<file path="src/rtl/swabpls_pkg.sv">
package swabpls_pkg;

   // Default window size and register reset value
   localparam int unsigned SEG_WINDOW         = 32;
   localparam logic [7:0]  SEG_THRESHOLD_INIT = 8'd16;

   // Field widths
   localparam int unsigned SAMPLE_W = 8;
   localparam int unsigned SLOT_W   = 16;
   localparam int unsigned LEN_W    = 7;
   localparam int unsigned COST_W   = 16;
   localparam int unsigned FRAC_W   = 7;

   // Slope sign codes
   localparam logic [1:0] SLOPE_FLAT = 2'd0;
   localparam logic [1:0] SLOPE_RISE = 2'd1;
   localparam logic [1:0] SLOPE_FALL = 2'd3;

   typedef enum logic [4:0] {
      S_IDLE,
      S_INIT,
      S_COPY_RD,
      S_COPY_WR,
      S_FILL,
      S_SCAN_INIT,
      S_SCAN_RD,
      S_SCAN_CMP,
      S_DECIDE,
      S_SHW_RD,
      S_SHW_WR,
      S_SHC_RD,
      S_SHC_WR,
      S_FIX_RIGHT,
      S_FIX_LEFT,
      S_C_I0,
      S_C_I2,
      S_C_V0,
      S_C_V2,
      S_C_SETUP,
      S_C_DIV,
      S_C_PRD,
      S_C_PACC,
      S_C_DONE,
      S_E_IDX,
      S_E_VAL,
      S_E_OUT,
      S_SH_RD,
      S_SH_WR
   } seg_state_type;

endpackage

</file>
<file path="src/rtl/swab_piecewise_linear_segmenter.sv">
// Channel   Direction  Ports                                          Transfer
// req       in         req_sample, req_out_slot                       req_valid & req_ready
// rsp       out        rsp_seg_length, rsp_seg_end_value, rsp_seg_slot rsp_valid & rsp_ready
// csr       in         csr_write_data (merge threshold)               csr_write_en
//
// A sample that does not trigger a merge is written in S_IDLE and req_ready stays high.
// A merge loads the work index and cached costs, evaluates each uncached pair cost
// with a serial restoring divide, then rescans the costs and recomputes up to two
// pair costs per merge step, and finally emits the leftmost segment and shifts the
// window out.
// Reset is synchronous; memories are not cleared. A pending result holds only the final emit.
module swab_piecewise_linear_segmenter
   import swabpls_pkg::*;
#(
   parameter int unsigned WINDOW = SEG_WINDOW
) (
   input  logic                clock,
   input  logic                reset,
   input  logic                req_valid,
   output logic                req_ready,
   input  logic [SAMPLE_W-1:0] req_sample,
   input  logic [SLOT_W-1:0]   req_out_slot,
   output logic                rsp_valid,
   input  logic                rsp_ready,
   output logic [LEN_W-1:0]    rsp_seg_length,
   output logic [SAMPLE_W-1:0] rsp_seg_end_value,
   output logic [SLOT_W-1:0]   rsp_seg_slot,
   input  logic                csr_write_en,
   input  logic [7:0]          csr_write_data
);

   localparam int unsigned DEPTH = 2 * WINDOW + 1;
   localparam int unsigned LOW   = WINDOW / 2;
   localparam int unsigned HIGH  = 2 * WINDOW;
   localparam int unsigned PW    = $clog2(2 * WINDOW + 2);
   localparam int unsigned CAW   = $clog2(2 * WINDOW);
   localparam int unsigned CDEP  = 2 * WINDOW;
   localparam int unsigned DVW   = SAMPLE_W + FRAC_W;
   localparam int unsigned DCW   = $clog2(DVW + 1);
   localparam int unsigned IW    = SAMPLE_W + FRAC_W + 3;

   // Memories
   logic [SAMPLE_W-1:0] sw_mem [DEPTH];
   logic [PW-1:0]       wi_mem [DEPTH];
   logic [COST_W-1:0]   cc_mem [CDEP];
   logic [COST_W-1:0]   wc_mem [CDEP];

   logic                sw_we, wi_we, cc_we, wc_we;
   logic [PW-1:0]       sw_waddr, sw_raddr, wi_waddr, wi_raddr;
   logic [CAW-1:0]      cc_waddr, cc_raddr, wc_waddr, wc_raddr;
   logic [SAMPLE_W-1:0] sw_wdata;
   logic [PW-1:0]       wi_wdata;
   logic [COST_W-1:0]   cc_wdata, wc_wdata;
   logic [SAMPLE_W-1:0] sw_rd_ff;
   logic [PW-1:0]       wi_rd_ff;
   logic [COST_W-1:0]   cc_rd_ff, wc_rd_ff;

   // Control state
   seg_state_type state_ff, state_in, ret_ff, ret_in;
   logic [7:0]    thr_ff;
   logic [PW-1:0] fill_ff, fill_in, ccc_ff, ccc_in;
   logic          initial_ff, initial_in;
   logic [1:0]    slope_ff, slope_in;
   logic          rsp_valid_ff, rsp_valid_in;

   // Datapath registers
   logic [SAMPLE_W-1:0] last_ff, last_in, v0_ff, v0_in;
   logic [SLOT_W-1:0]   slot_ff, slot_in;
   logic [PW-1:0]       fp_ff, fp_in, k_ff, k_in, len_ff, len_in, clen_ff, clen_in;
   logic [PW-1:0]       c_ff, c_in, cj_ff, cj_in, i0_ff, i0_in, i2_ff, i2_in;
   logic [PW-1:0]       di_ff, di_in, rem_ff, rem_in, racc_ff, racc_in;
   logic [PW-1:0]       pk_ff, pk_in, s_ff, s_in;
   logic [COST_W-1:0]   best_ff, best_in, sum_ff, sum_in;
   logic                found_ff, found_in, wcache_ff, wcache_in, neg_ff, neg_in;
   logic [DVW-1:0]      quo_ff, quo_in, qacc_ff, qacc_in;
   logic [DCW-1:0]      dcnt_ff, dcnt_in;
   logic [LEN_W-1:0]    olen_ff, olen_in;
   logic [SAMPLE_W-1:0] oval_ff, oval_in;
   logic [SLOT_W-1:0]   oslot_ff, oslot_in;

   // Scratch for the accept and cost arithmetic
   logic [PW-1:0]        fp;
   logic [1:0]           slope;
   logic                 init_next, trig;
   logic [SAMPLE_W-1:0]  mag;
   logic [PW:0]          rem_sh, r1;
   logic                 ge;
   logic [DVW:0]         q1;
   logic signed [IW-1:0] interp, diff, adiff;
   logic [IW-FRAC_W-1:0] dpt;
   logic [COST_W:0]      sumx;

   assign req_ready         = (state_ff == S_IDLE);
   assign rsp_valid         = rsp_valid_ff;
   assign rsp_seg_length    = olen_ff;
   assign rsp_seg_end_value = oval_ff;
   assign rsp_seg_slot      = oslot_ff;

   // Next state and datapath
   always_comb begin
      state_in     = state_ff;
      ret_in       = ret_ff;
      fill_in      = fill_ff;
      ccc_in       = ccc_ff;
      initial_in   = initial_ff;
      slope_in     = slope_ff;
      rsp_valid_in = rsp_valid_ff;
      last_in      = last_ff;
      v0_in        = v0_ff;
      slot_in      = slot_ff;
      fp_in        = fp_ff;
      k_in         = k_ff;
      len_in       = len_ff;
      clen_in      = clen_ff;
      c_in         = c_ff;
      cj_in        = cj_ff;
      i0_in        = i0_ff;
      i2_in        = i2_ff;
      di_in        = di_ff;
      rem_in       = rem_ff;
      racc_in      = racc_ff;
      pk_in        = pk_ff;
      s_in         = s_ff;
      best_in      = best_ff;
      sum_in       = sum_ff;
      found_in     = found_ff;
      wcache_in    = wcache_ff;
      neg_in       = neg_ff;
      quo_in       = quo_ff;
      qacc_in      = qacc_ff;
      dcnt_in      = dcnt_ff;
      olen_in      = olen_ff;
      oval_in      = oval_ff;
      oslot_in     = oslot_ff;

      sw_we = 1'b0; sw_waddr = '0; sw_wdata = '0; sw_raddr = '0;
      wi_we = 1'b0; wi_waddr = '0; wi_wdata = '0; wi_raddr = '0;
      cc_we = 1'b0; cc_waddr = '0; cc_wdata = '0; cc_raddr = '0;
      wc_we = 1'b0; wc_waddr = '0; wc_wdata = '0; wc_raddr = '0;

      fp        = (fill_ff >= PW'(DEPTH)) ? PW'(DEPTH - 1) : fill_ff;
      slope     = SLOPE_FLAT;
      if (fill_ff != '0) begin
         if (req_sample > last_ff)
            slope = SLOPE_RISE;
         else if (req_sample < last_ff)
            slope = SLOPE_FALL;
      end
      init_next = initial_ff && !(fp >= PW'(WINDOW));
      trig      = !init_next && (fp >= PW'(LOW)) &&
                  ((slope != slope_ff) || (fp >= PW'(HIGH)));

      mag    = '0;
      rem_sh = {rem_ff, quo_ff[DVW-1]};
      ge     = rem_sh >= {1'b0, di_ff};

      // Incremental interpolation: quotient and remainder of m*|dv|/di
      r1 = {1'b0, racc_ff} + {1'b0, rem_ff};
      q1 = {1'b0, qacc_ff} + {1'b0, quo_ff};
      if (r1 >= {1'b0, di_ff}) begin
         r1 = r1 - {1'b0, di_ff};
         q1 = q1 + 1'b1;
      end
      interp = neg_ff ? IW'({v0_ff, FRAC_W'(0)}) - IW'(q1)
                      : IW'({v0_ff, FRAC_W'(0)}) + IW'(q1);
      diff   = interp - IW'({sw_rd_ff, FRAC_W'(0)});
      adiff  = (diff < 0) ? -diff : diff;
      dpt    = adiff[IW-1:FRAC_W];
      sumx   = {1'b0, sum_ff} + (COST_W+1)'(dpt);

      // Result register drains independently
      if (rsp_valid_ff && rsp_ready)
         rsp_valid_in = 1'b0;

      case (state_ff)
         S_IDLE: begin
            if (req_valid) begin
               sw_we      = 1'b1;
               sw_waddr   = fp;
               sw_wdata   = req_sample;
               last_in    = req_sample;
               initial_in = init_next;
               if (initial_ff && (fp >= PW'(WINDOW)))
                  ccc_in = '0;
               if (trig) begin
                  slope_in = slope;
                  fp_in    = fp;
                  slot_in  = req_out_slot;
                  k_in     = '0;
                  state_in = S_INIT;
               end else begin
                  if (init_next || (fp < PW'(LOW)))
                     slope_in = slope;
                  fill_in = fp + 1'b1;
               end
            end
         end

         // Work index starts as the identity
         S_INIT: begin
            wi_we    = 1'b1;
            wi_waddr = k_ff;
            wi_wdata = k_ff;
            if (k_ff == fp_ff - 1'b1) begin
               k_in     = '0;
               state_in = (ccc_ff != '0) ? S_COPY_RD : S_FILL;
            end else begin
               k_in = k_ff + 1'b1;
            end
         end

         // Reuse cached costs
         S_COPY_RD: begin
            cc_raddr = k_ff[CAW-1:0];
            state_in = S_COPY_WR;
         end
         S_COPY_WR: begin
            wc_we    = 1'b1;
            wc_waddr = k_ff[CAW-1:0];
            wc_wdata = cc_rd_ff;
            k_in     = k_ff + 1'b1;
            state_in = (k_ff + 1'b1 == ccc_ff) ? S_FILL : S_COPY_RD;
         end

         // Compute the costs not yet cached
         S_FILL: begin
            if (k_ff + 2'd2 < fp_ff) begin
               cj_in     = k_ff;
               wcache_in = 1'b1;
               ret_in    = S_FILL;
               k_in      = k_ff + 1'b1;
               state_in  = S_C_I0;
            end else begin
               ccc_in   = fp_ff - 2'd2;
               len_in   = fp_ff;
               clen_in  = fp_ff - 2'd2;
               state_in = S_SCAN_INIT;
            end
         end

         // Find the cheapest pair, lowest position on ties
         S_SCAN_INIT: begin
            k_in     = '0;
            best_in  = '1;
            found_in = 1'b0;
            state_in = S_SCAN_RD;
         end
         S_SCAN_RD: begin
            wc_raddr = k_ff[CAW-1:0];
            state_in = (k_ff >= clen_ff) ? S_DECIDE : S_SCAN_CMP;
         end
         S_SCAN_CMP: begin
            if (wc_rd_ff < best_ff) begin
               best_in  = wc_rd_ff;
               c_in     = k_ff;
               found_in = 1'b1;
            end
            k_in     = k_ff + 1'b1;
            state_in = S_SCAN_RD;
         end
         S_DECIDE: begin
            if (!found_ff || (best_ff >= COST_W'(thr_ff))) begin
               state_in = S_E_IDX;
            end else begin
               k_in     = c_ff + 1'b1;
               state_in = S_SHW_RD;
            end
         end

         // Drop point c+1 from the work index
         S_SHW_RD: begin
            wi_raddr = k_ff + 1'b1;
            if (k_ff + 1'b1 < len_ff) begin
               state_in = S_SHW_WR;
            end else begin
               k_in     = c_ff + 1'b1;
               state_in = S_SHC_RD;
            end
         end
         S_SHW_WR: begin
            wi_we    = 1'b1;
            wi_waddr = k_ff;
            wi_wdata = wi_rd_ff;
            k_in     = k_ff + 1'b1;
            state_in = S_SHW_RD;
         end

         // Close the gap in the work costs
         S_SHC_RD: begin
            wc_raddr = k_ff[CAW-1:0];
            if (k_ff < clen_ff) begin
               state_in = S_SHC_WR;
            end else begin
               len_in   = len_ff - 1'b1;
               clen_in  = clen_ff - 1'b1;
               state_in = S_FIX_RIGHT;
            end
         end
         S_SHC_WR: begin
            wc_we    = 1'b1;
            wc_waddr = CAW'(k_ff - 1'b1);
            wc_wdata = wc_rd_ff;
            k_in     = k_ff + 1'b1;
            state_in = S_SHC_RD;
         end

         // Recompute the neighbors of the removed point
         S_FIX_RIGHT: begin
            if (c_ff < clen_ff) begin
               cj_in     = c_ff;
               wcache_in = 1'b0;
               ret_in    = S_FIX_LEFT;
               state_in  = S_C_I0;
            end else begin
               state_in = S_FIX_LEFT;
            end
         end
         S_FIX_LEFT: begin
            if (c_ff != '0) begin
               cj_in     = c_ff - 1'b1;
               wcache_in = 1'b0;
               ret_in    = S_SCAN_INIT;
               state_in  = S_C_I0;
            end else begin
               state_in = S_SCAN_INIT;
            end
         end

         // Cost unit: fetch end points
         S_C_I0: begin
            wi_raddr = cj_ff;
            state_in = S_C_I2;
         end
         S_C_I2: begin
            i0_in    = wi_rd_ff;
            wi_raddr = cj_ff + 2'd2;
            state_in = S_C_V0;
         end
         S_C_V0: begin
            i2_in    = wi_rd_ff;
            sw_raddr = i0_ff;
            state_in = S_C_V2;
         end
         S_C_V2: begin
            v0_in    = sw_rd_ff;
            sw_raddr = i2_ff;
            state_in = S_C_SETUP;
         end
         S_C_SETUP: begin
            if (sw_rd_ff >= v0_ff) begin
               neg_in = 1'b0;
               mag    = sw_rd_ff - v0_ff;
            end else begin
               neg_in = 1'b1;
               mag    = v0_ff - sw_rd_ff;
            end
            quo_in   = {mag, FRAC_W'(0)};
            rem_in   = '0;
            di_in    = i2_ff - i0_ff;
            dcnt_in  = '0;
            state_in = S_C_DIV;
         end

         // Restoring divide, one quotient bit per cycle
         S_C_DIV: begin
            rem_in  = ge ? PW'(rem_sh - {1'b0, di_ff}) : PW'(rem_sh);
            quo_in  = {quo_ff[DVW-2:0], ge};
            dcnt_in = dcnt_ff + 1'b1;
            if (dcnt_ff == DCW'(DVW - 1)) begin
               qacc_in  = '0;
               racc_in  = '0;
               sum_in   = '0;
               pk_in    = i0_ff + 1'b1;
               state_in = S_C_PRD;
            end
         end

         // Accumulate deviation over interior points
         S_C_PRD: begin
            sw_raddr = pk_ff;
            state_in = (pk_ff < i2_ff) ? S_C_PACC : S_C_DONE;
         end
         S_C_PACC: begin
            qacc_in  = DVW'(q1);
            racc_in  = PW'(r1);
            sum_in   = sumx[COST_W] ? '1 : sumx[COST_W-1:0];
            pk_in    = pk_ff + 1'b1;
            state_in = S_C_PRD;
         end
         S_C_DONE: begin
            wc_we    = 1'b1;
            wc_waddr = cj_ff[CAW-1:0];
            wc_wdata = sum_ff;
            if (wcache_ff) begin
               cc_we    = 1'b1;
               cc_waddr = cj_ff[CAW-1:0];
               cc_wdata = sum_ff;
            end
            state_in = ret_ff;
         end

         // Emit the leftmost segment
         S_E_IDX: begin
            wi_raddr = PW'(1);
            state_in = S_E_VAL;
         end
         S_E_VAL: begin
            s_in     = wi_rd_ff;
            sw_raddr = wi_rd_ff;
            state_in = S_E_OUT;
         end
         S_E_OUT: begin
            sw_raddr = s_ff;
            if (!rsp_valid_ff || rsp_ready) begin
               rsp_valid_in = 1'b1;
               olen_in      = LEN_W'(s_ff);
               oval_in      = sw_rd_ff;
               oslot_in     = slot_ff;
               k_in         = s_ff;
               state_in     = S_SH_RD;
            end
         end

         // Shift window and cached costs left by the segment length
         S_SH_RD: begin
            sw_raddr = k_ff;
            cc_raddr = k_ff[CAW-1:0];
            if (k_ff <= fp_ff) begin
               state_in = S_SH_WR;
            end else begin
               fill_in  = fp_ff - s_ff + 1'b1;
               ccc_in   = (ccc_ff > s_ff) ? ccc_ff - s_ff : '0;
               state_in = S_IDLE;
            end
         end
         S_SH_WR: begin
            sw_we    = 1'b1;
            sw_waddr = k_ff - s_ff;
            sw_wdata = sw_rd_ff;
            if (k_ff < ccc_ff) begin
               cc_we    = 1'b1;
               cc_waddr = CAW'(k_ff - s_ff);
               cc_wdata = cc_rd_ff;
            end
            k_in     = k_ff + 1'b1;
            state_in = S_SH_RD;
         end

         default: begin
            state_in = S_IDLE;
         end
      endcase
   end

   // Memory ports
   always_ff @(posedge clock) begin
      if (sw_we)
         sw_mem[sw_waddr] <= sw_wdata;
      sw_rd_ff <= sw_mem[sw_raddr];
   end

   always_ff @(posedge clock) begin
      if (wi_we)
         wi_mem[wi_waddr] <= wi_wdata;
      wi_rd_ff <= wi_mem[wi_raddr];
   end

   always_ff @(posedge clock) begin
      if (cc_we)
         cc_mem[cc_waddr] <= cc_wdata;
      cc_rd_ff <= cc_mem[cc_raddr];
   end

   always_ff @(posedge clock) begin
      if (wc_we)
         wc_mem[wc_waddr] <= wc_wdata;
      wc_rd_ff <= wc_mem[wc_raddr];
   end

   // Control registers
   always_ff @(posedge clock) begin
      if (reset) begin
         state_ff     <= S_IDLE;
         ret_ff       <= S_IDLE;
         thr_ff       <= SEG_THRESHOLD_INIT;
         fill_ff      <= '0;
         ccc_ff       <= '0;
         initial_ff   <= 1'b1;
         slope_ff     <= SLOPE_FLAT;
         rsp_valid_ff <= 1'b0;
      end else begin
         state_ff     <= state_in;
         ret_ff       <= ret_in;
         if (csr_write_en)
            thr_ff <= csr_write_data;
         fill_ff      <= fill_in;
         ccc_ff       <= ccc_in;
         initial_ff   <= initial_in;
         slope_ff     <= slope_in;
         rsp_valid_ff <= rsp_valid_in;
      end
   end

   // Datapath registers
   always_ff @(posedge clock) begin
      last_ff   <= last_in;
      v0_ff     <= v0_in;
      slot_ff   <= slot_in;
      fp_ff     <= fp_in;
      k_ff      <= k_in;
      len_ff    <= len_in;
      clen_ff   <= clen_in;
      c_ff      <= c_in;
      cj_ff     <= cj_in;
      i0_ff     <= i0_in;
      i2_ff     <= i2_in;
      di_ff     <= di_in;
      rem_ff    <= rem_in;
      racc_ff   <= racc_in;
      pk_ff     <= pk_in;
      s_ff      <= s_in;
      best_ff   <= best_in;
      sum_ff    <= sum_in;
      found_ff  <= found_in;
      wcache_ff <= wcache_in;
      neg_ff    <= neg_in;
      quo_ff    <= quo_in;
      qacc_ff   <= qacc_in;
      dcnt_ff   <= dcnt_in;
      olen_ff   <= olen_in;
      oval_ff   <= oval_in;
      oslot_ff  <= oslot_in;
   end

endmodule

</file>
<file path="config.mk">
export PLATFORM = sky130hd
export DESIGN_NAME = swab_piecewise_linear_segmenter
export DESIGN_NICKNAME = d
export VERILOG_FILES = /design/src/rtl/swabpls_pkg.sv /design/src/rtl/swab_piecewise_linear_segmenter.sv
export SDC_FILE = /design/constraint.sdc
export NUM_CORES = 2
export LEC_CHECK = 0
export BUFFER_PORTS_ARGS = -buffer_cell sky130_fd_sc_hd__buf_2
export CAP_MARGIN = 10
export CORE_MARGIN = 4
export CORE_UTILIZATION = 50
export DETAILED_ROUTE_END_ITERATION = 10
export PLACE_DENSITY = 0.65
export SLEW_MARGIN = 10
export SYNTH_ARGS = -nofsm -noshare
export SYNTH_HDL_FRONTEND = slang
export SYNTH_SLANG_ARGS = --single-unit
</file>
<file path="constraint.sdc">
create_clock -name clock -period 25.5 [get_ports clock]
set_input_delay 5.1 -clock clock [delete_from_list [all_inputs] [get_ports clock]]
set_output_delay 5.1 -clock clock [all_outputs]
set_load 0.05 [all_outputs]
</file>
==> metrics.txt <==
status completed; post-layout util ~56%; fmax just over 90 MHz; Worst-path clk slew roughly 0.060 ns; Slew @ Worst Pin approximately 1.3 ns; Sink Count roughly 3,300; Register-to-Register Path Depth 45; CTS H-tree depth 5; Ports 70; LEAKAGE between 50 and 60 nW; router iterations before antenna repair 9; post-synthesis sequential area ratio about 70%; Total Die Area 290,000 um2; CP startpoint kind flip-flop; Most common cell on crit path a21oi_1; post-DP HPWL 220,000 um; cts repair resizes 0; Synth Flop Type edfxtp_1; CP Data Required Time between 20 and 30 ns; setup bufs post-CTS 0; Psw ~3.5 mW; drt wl/cell 25.7 um; IO buf count 69; initial drt markers between 10,000 and 15,000; clock latency at the later pin of the worst-skew pair just over 0.9 ns; # hold bufs at CTS 0; Rows 194; CTS tree built; DRT Wirelength between 300,000 and 400,000 um; Final Setup Violations 0; Max Slew Vio Count 0; top cells by area, synth edfxtp_1, nand2_1, nor2_1; Comb power frac between 10% and 20%; Total GRT Usage between 20% and 30%; Clk pwr share between 30% and 40%; Routability Congestion just under 0.9; final net count approximately 11,000; CP peak stage delay between 0.5 and 0.6 ns; Starting Density about half; Worst EP arrival between 10 and 15 ns; Die H approximately 540 um; worst hold path class flip-flop to flip-flop; # fillers ~22,000; PwrDens slightly above 80 nW/um2; RSZ-0062 raised after global routing false; kind of critical path flip-flop to flip-flop; largest net degree at the start of global routing 225; Syn Area/Cell 13.4 um2; R2R setup slack about 15 ns; DRC Markers 0; gr ovfl total 0; Max rail drop VDD about 0.000081 V; Gate Count Post-Synth about 11,000; leading area contributor after synthesis edfxtp_1; Pint around 9.5 mW; nature of the critical path endpoint flip-flop; Final period util 43.0%; critical path's slowest cell or4_4; initial antenna violation count 9; total CTS buffers 345; DR vias/cell approximately 6.1; asr flop ratio synth 0%; Synth cell types 95; Yosys top cell area share approximately 69%; Reg area 99,100 um2; worst-path maximum fanout 13; mapped cell area between 100,000 and 150,000 um2; area of the multi-input gates about 39,000 um2; EDFF count, synth 3,246; Switching Share about a quarter; CORE AREA 280,000 um2; Clock Skew 0.0621 ns; hold path depth 0; net count after synthesis between 10,000 and 15,000; Clock Tree Buf Depth 4; die width around 540 um; layout cell share with drive strength beyond 1 10.0%; setup_tns 0 ns; ANT nets after route 0; Final Hold Vio Count 0; #FFs+latches synth about 3,300; via count approximately 90,000; max capacitance violation total 0; vias in the first global route a little under 90,000; P&R area growth vs syn 11.2%; CTS root buf clkbuf_16; Period minus WS final around 11 ns; first-pass GRT wire length about 560,000 um; YS warnings 0; power share of the sequential group a little under half; Rel. slew slack 15.9%
-- power groups by stage --
stage	Sequential (mW)	Clock, mW	Combinational [mW]
finish	6.20	4.91	1.90
global route	6.21	5.23	2.06
CTS	6.20	4.99	1.90
detailed placement	6.32	0	1.88
global placement	6.32	0	1.86
floorplan	6.29	0	1.25
-- cell usage after synthesis, drive strengths merged (12+ instances only) --
master / instances
a311oi: 234
a211oi: 458
o21ai: 212
or3: 38
nor2: 1048
xor2: 48
nor3b: 12
o221ai: 31
nor3: 34
mux2i: 151
o211ai: 106
fa: 13
o31ai: 12
nand2: 1517
o22ai: 130
nand3: 308
a21oi: 594
and3: 174
a22oi: 20
nor4: 12
o21a: 23
a21o: 67
a22o: 30
xnor2: 98
nand2b: 29
ha: 214
dfxtp: 81
and2: 127
a2111oi: 53
nor2b: 44
clkbuf: 570
buf: 115
nand4: 21
inv: 203
o21bai: 14
edfxtp: 3246
mux4: 128
a31oi: 159
a222oi: 18
-- layer usage --
metal | up-vias | GRT usage (%) | share of wire (%)
met5 | - | 0 | 0
met1 | 44559 | 35.1 | 41
met2 | 3872 | 39.9 | 47
met4 | 0 | 8.79 | 3.6
met3 | 659 | 3.94 | 8.2
li1 | 39971 | - | -
-- flip-flops by register name, indices dropped and copies added (netlist names), 455 cells and up --
register / cells
sw_mem: 520
wi_mem: 455
cc_mem: 1024
wc_mem: 1024
-- final timing paths --
kind,start,endpoint
hold reg to reg,slot_ff[14]$_DFFE_PP_,rsp_seg_slot[14]$_DFFE_PP_
setup / recovery,rem_ff[0]$_SDFFCE_PN0P_,sum_ff[3]$_SDFFCE_PP0P_
setup reg to reg,rem_ff[0]$_SDFFCE_PN0P_,sum_ff[3]$_SDFFCE_PP0P_
hold / removal,slot_ff[14]$_DFFE_PP_,rsp_seg_slot[14]$_DFFE_PP_
-- area by class of cell --
cell class	count	share of cell area, %
Antenna cell	3	0.00479
Clock buffer	428	5.84
Clock inverter	194	1.12
Inverter	203	0.486
Multi-Input combinational cell	6311	24.8
Sequential cell	3327	63.2
Tap cell	3724	2.97
Timing Repair Buffer	345	1.60
-- critical path: cells and delay by family, from the launching register on --
| family | cells | cell delay, ns |
|---|---|---|
| buf+inv | 2 | 0.14 |
| fa+ha+maj | 7 | 2.30 |
| simple gates | 9 | 2.63 |
| xor+xnor | 4 | 0.75 |
| compound gates | 23 | 4.57 |
| flops | 1 | 0.44 |
-- cell families (layout without fill, tap and decap cells) --
group / Yosys count / after routing / share of synthesized area [%]
buf+inv: 888 / 1170 / 2.41
xor+xnor: 146 / 146 / 0.913
fa+ha+maj: 228 / 228 / 2.09
compound gates: 2251 / 2251 / 10.8
other cells: 1 / 4 / 0.00266
flops: 3327 / 3327 / 70.3
mux: 284 / 284 / 3.16
simple gates: 3401 / 3401 / 10.3
-- placed cells by master, fill, tap and decap left out, types with 76 or more instances in the layout --
master	n
xnor2_1	98
buf_4	269
clkinv_1	76
mux4_2	128
nand3_1	305
and3_1	172
inv_1	186
o22ai_1	126
o21ai_0	192
mux2i_1	151
clkbuf_16	351
a31oi_1	159
a211oi_1	456
dfxtp_1	81
ha_1	214
a21oi_1	592
o211ai_1	106
a311oi_1	234
and2_1	119
nor2_1	1038
nand2_1	1505
edfxtp_1	3246
-- through the flow --
| stage | cell area [um2] | std cells | hold slack (ns) | power [mW] | setup WS, ns |
|---|---|---|---|---|---|
| 6_report | 157000 | 14535 | 0.417 | 13.0 | 14.53 |
| 3_5_place_dp | 146000 | 13909 | 0.405 | 8.20 | 14.74 |
| 2_1_floorplan | 141000 | 10526 | 0.400 | 7.54 | 16.18 |
| 4_1_cts | 157000 | 14531 | 0.417 | 13.1 | 14.64 |
| 3_3_place_gp | 146000 | 13909 | 0.402 | 8.17 | 14.57 |
| 5_1_grt | 157000 | 14534 | 0.423 | 13.5 | 13.52 |
Power figures use the tool's default switching activity.
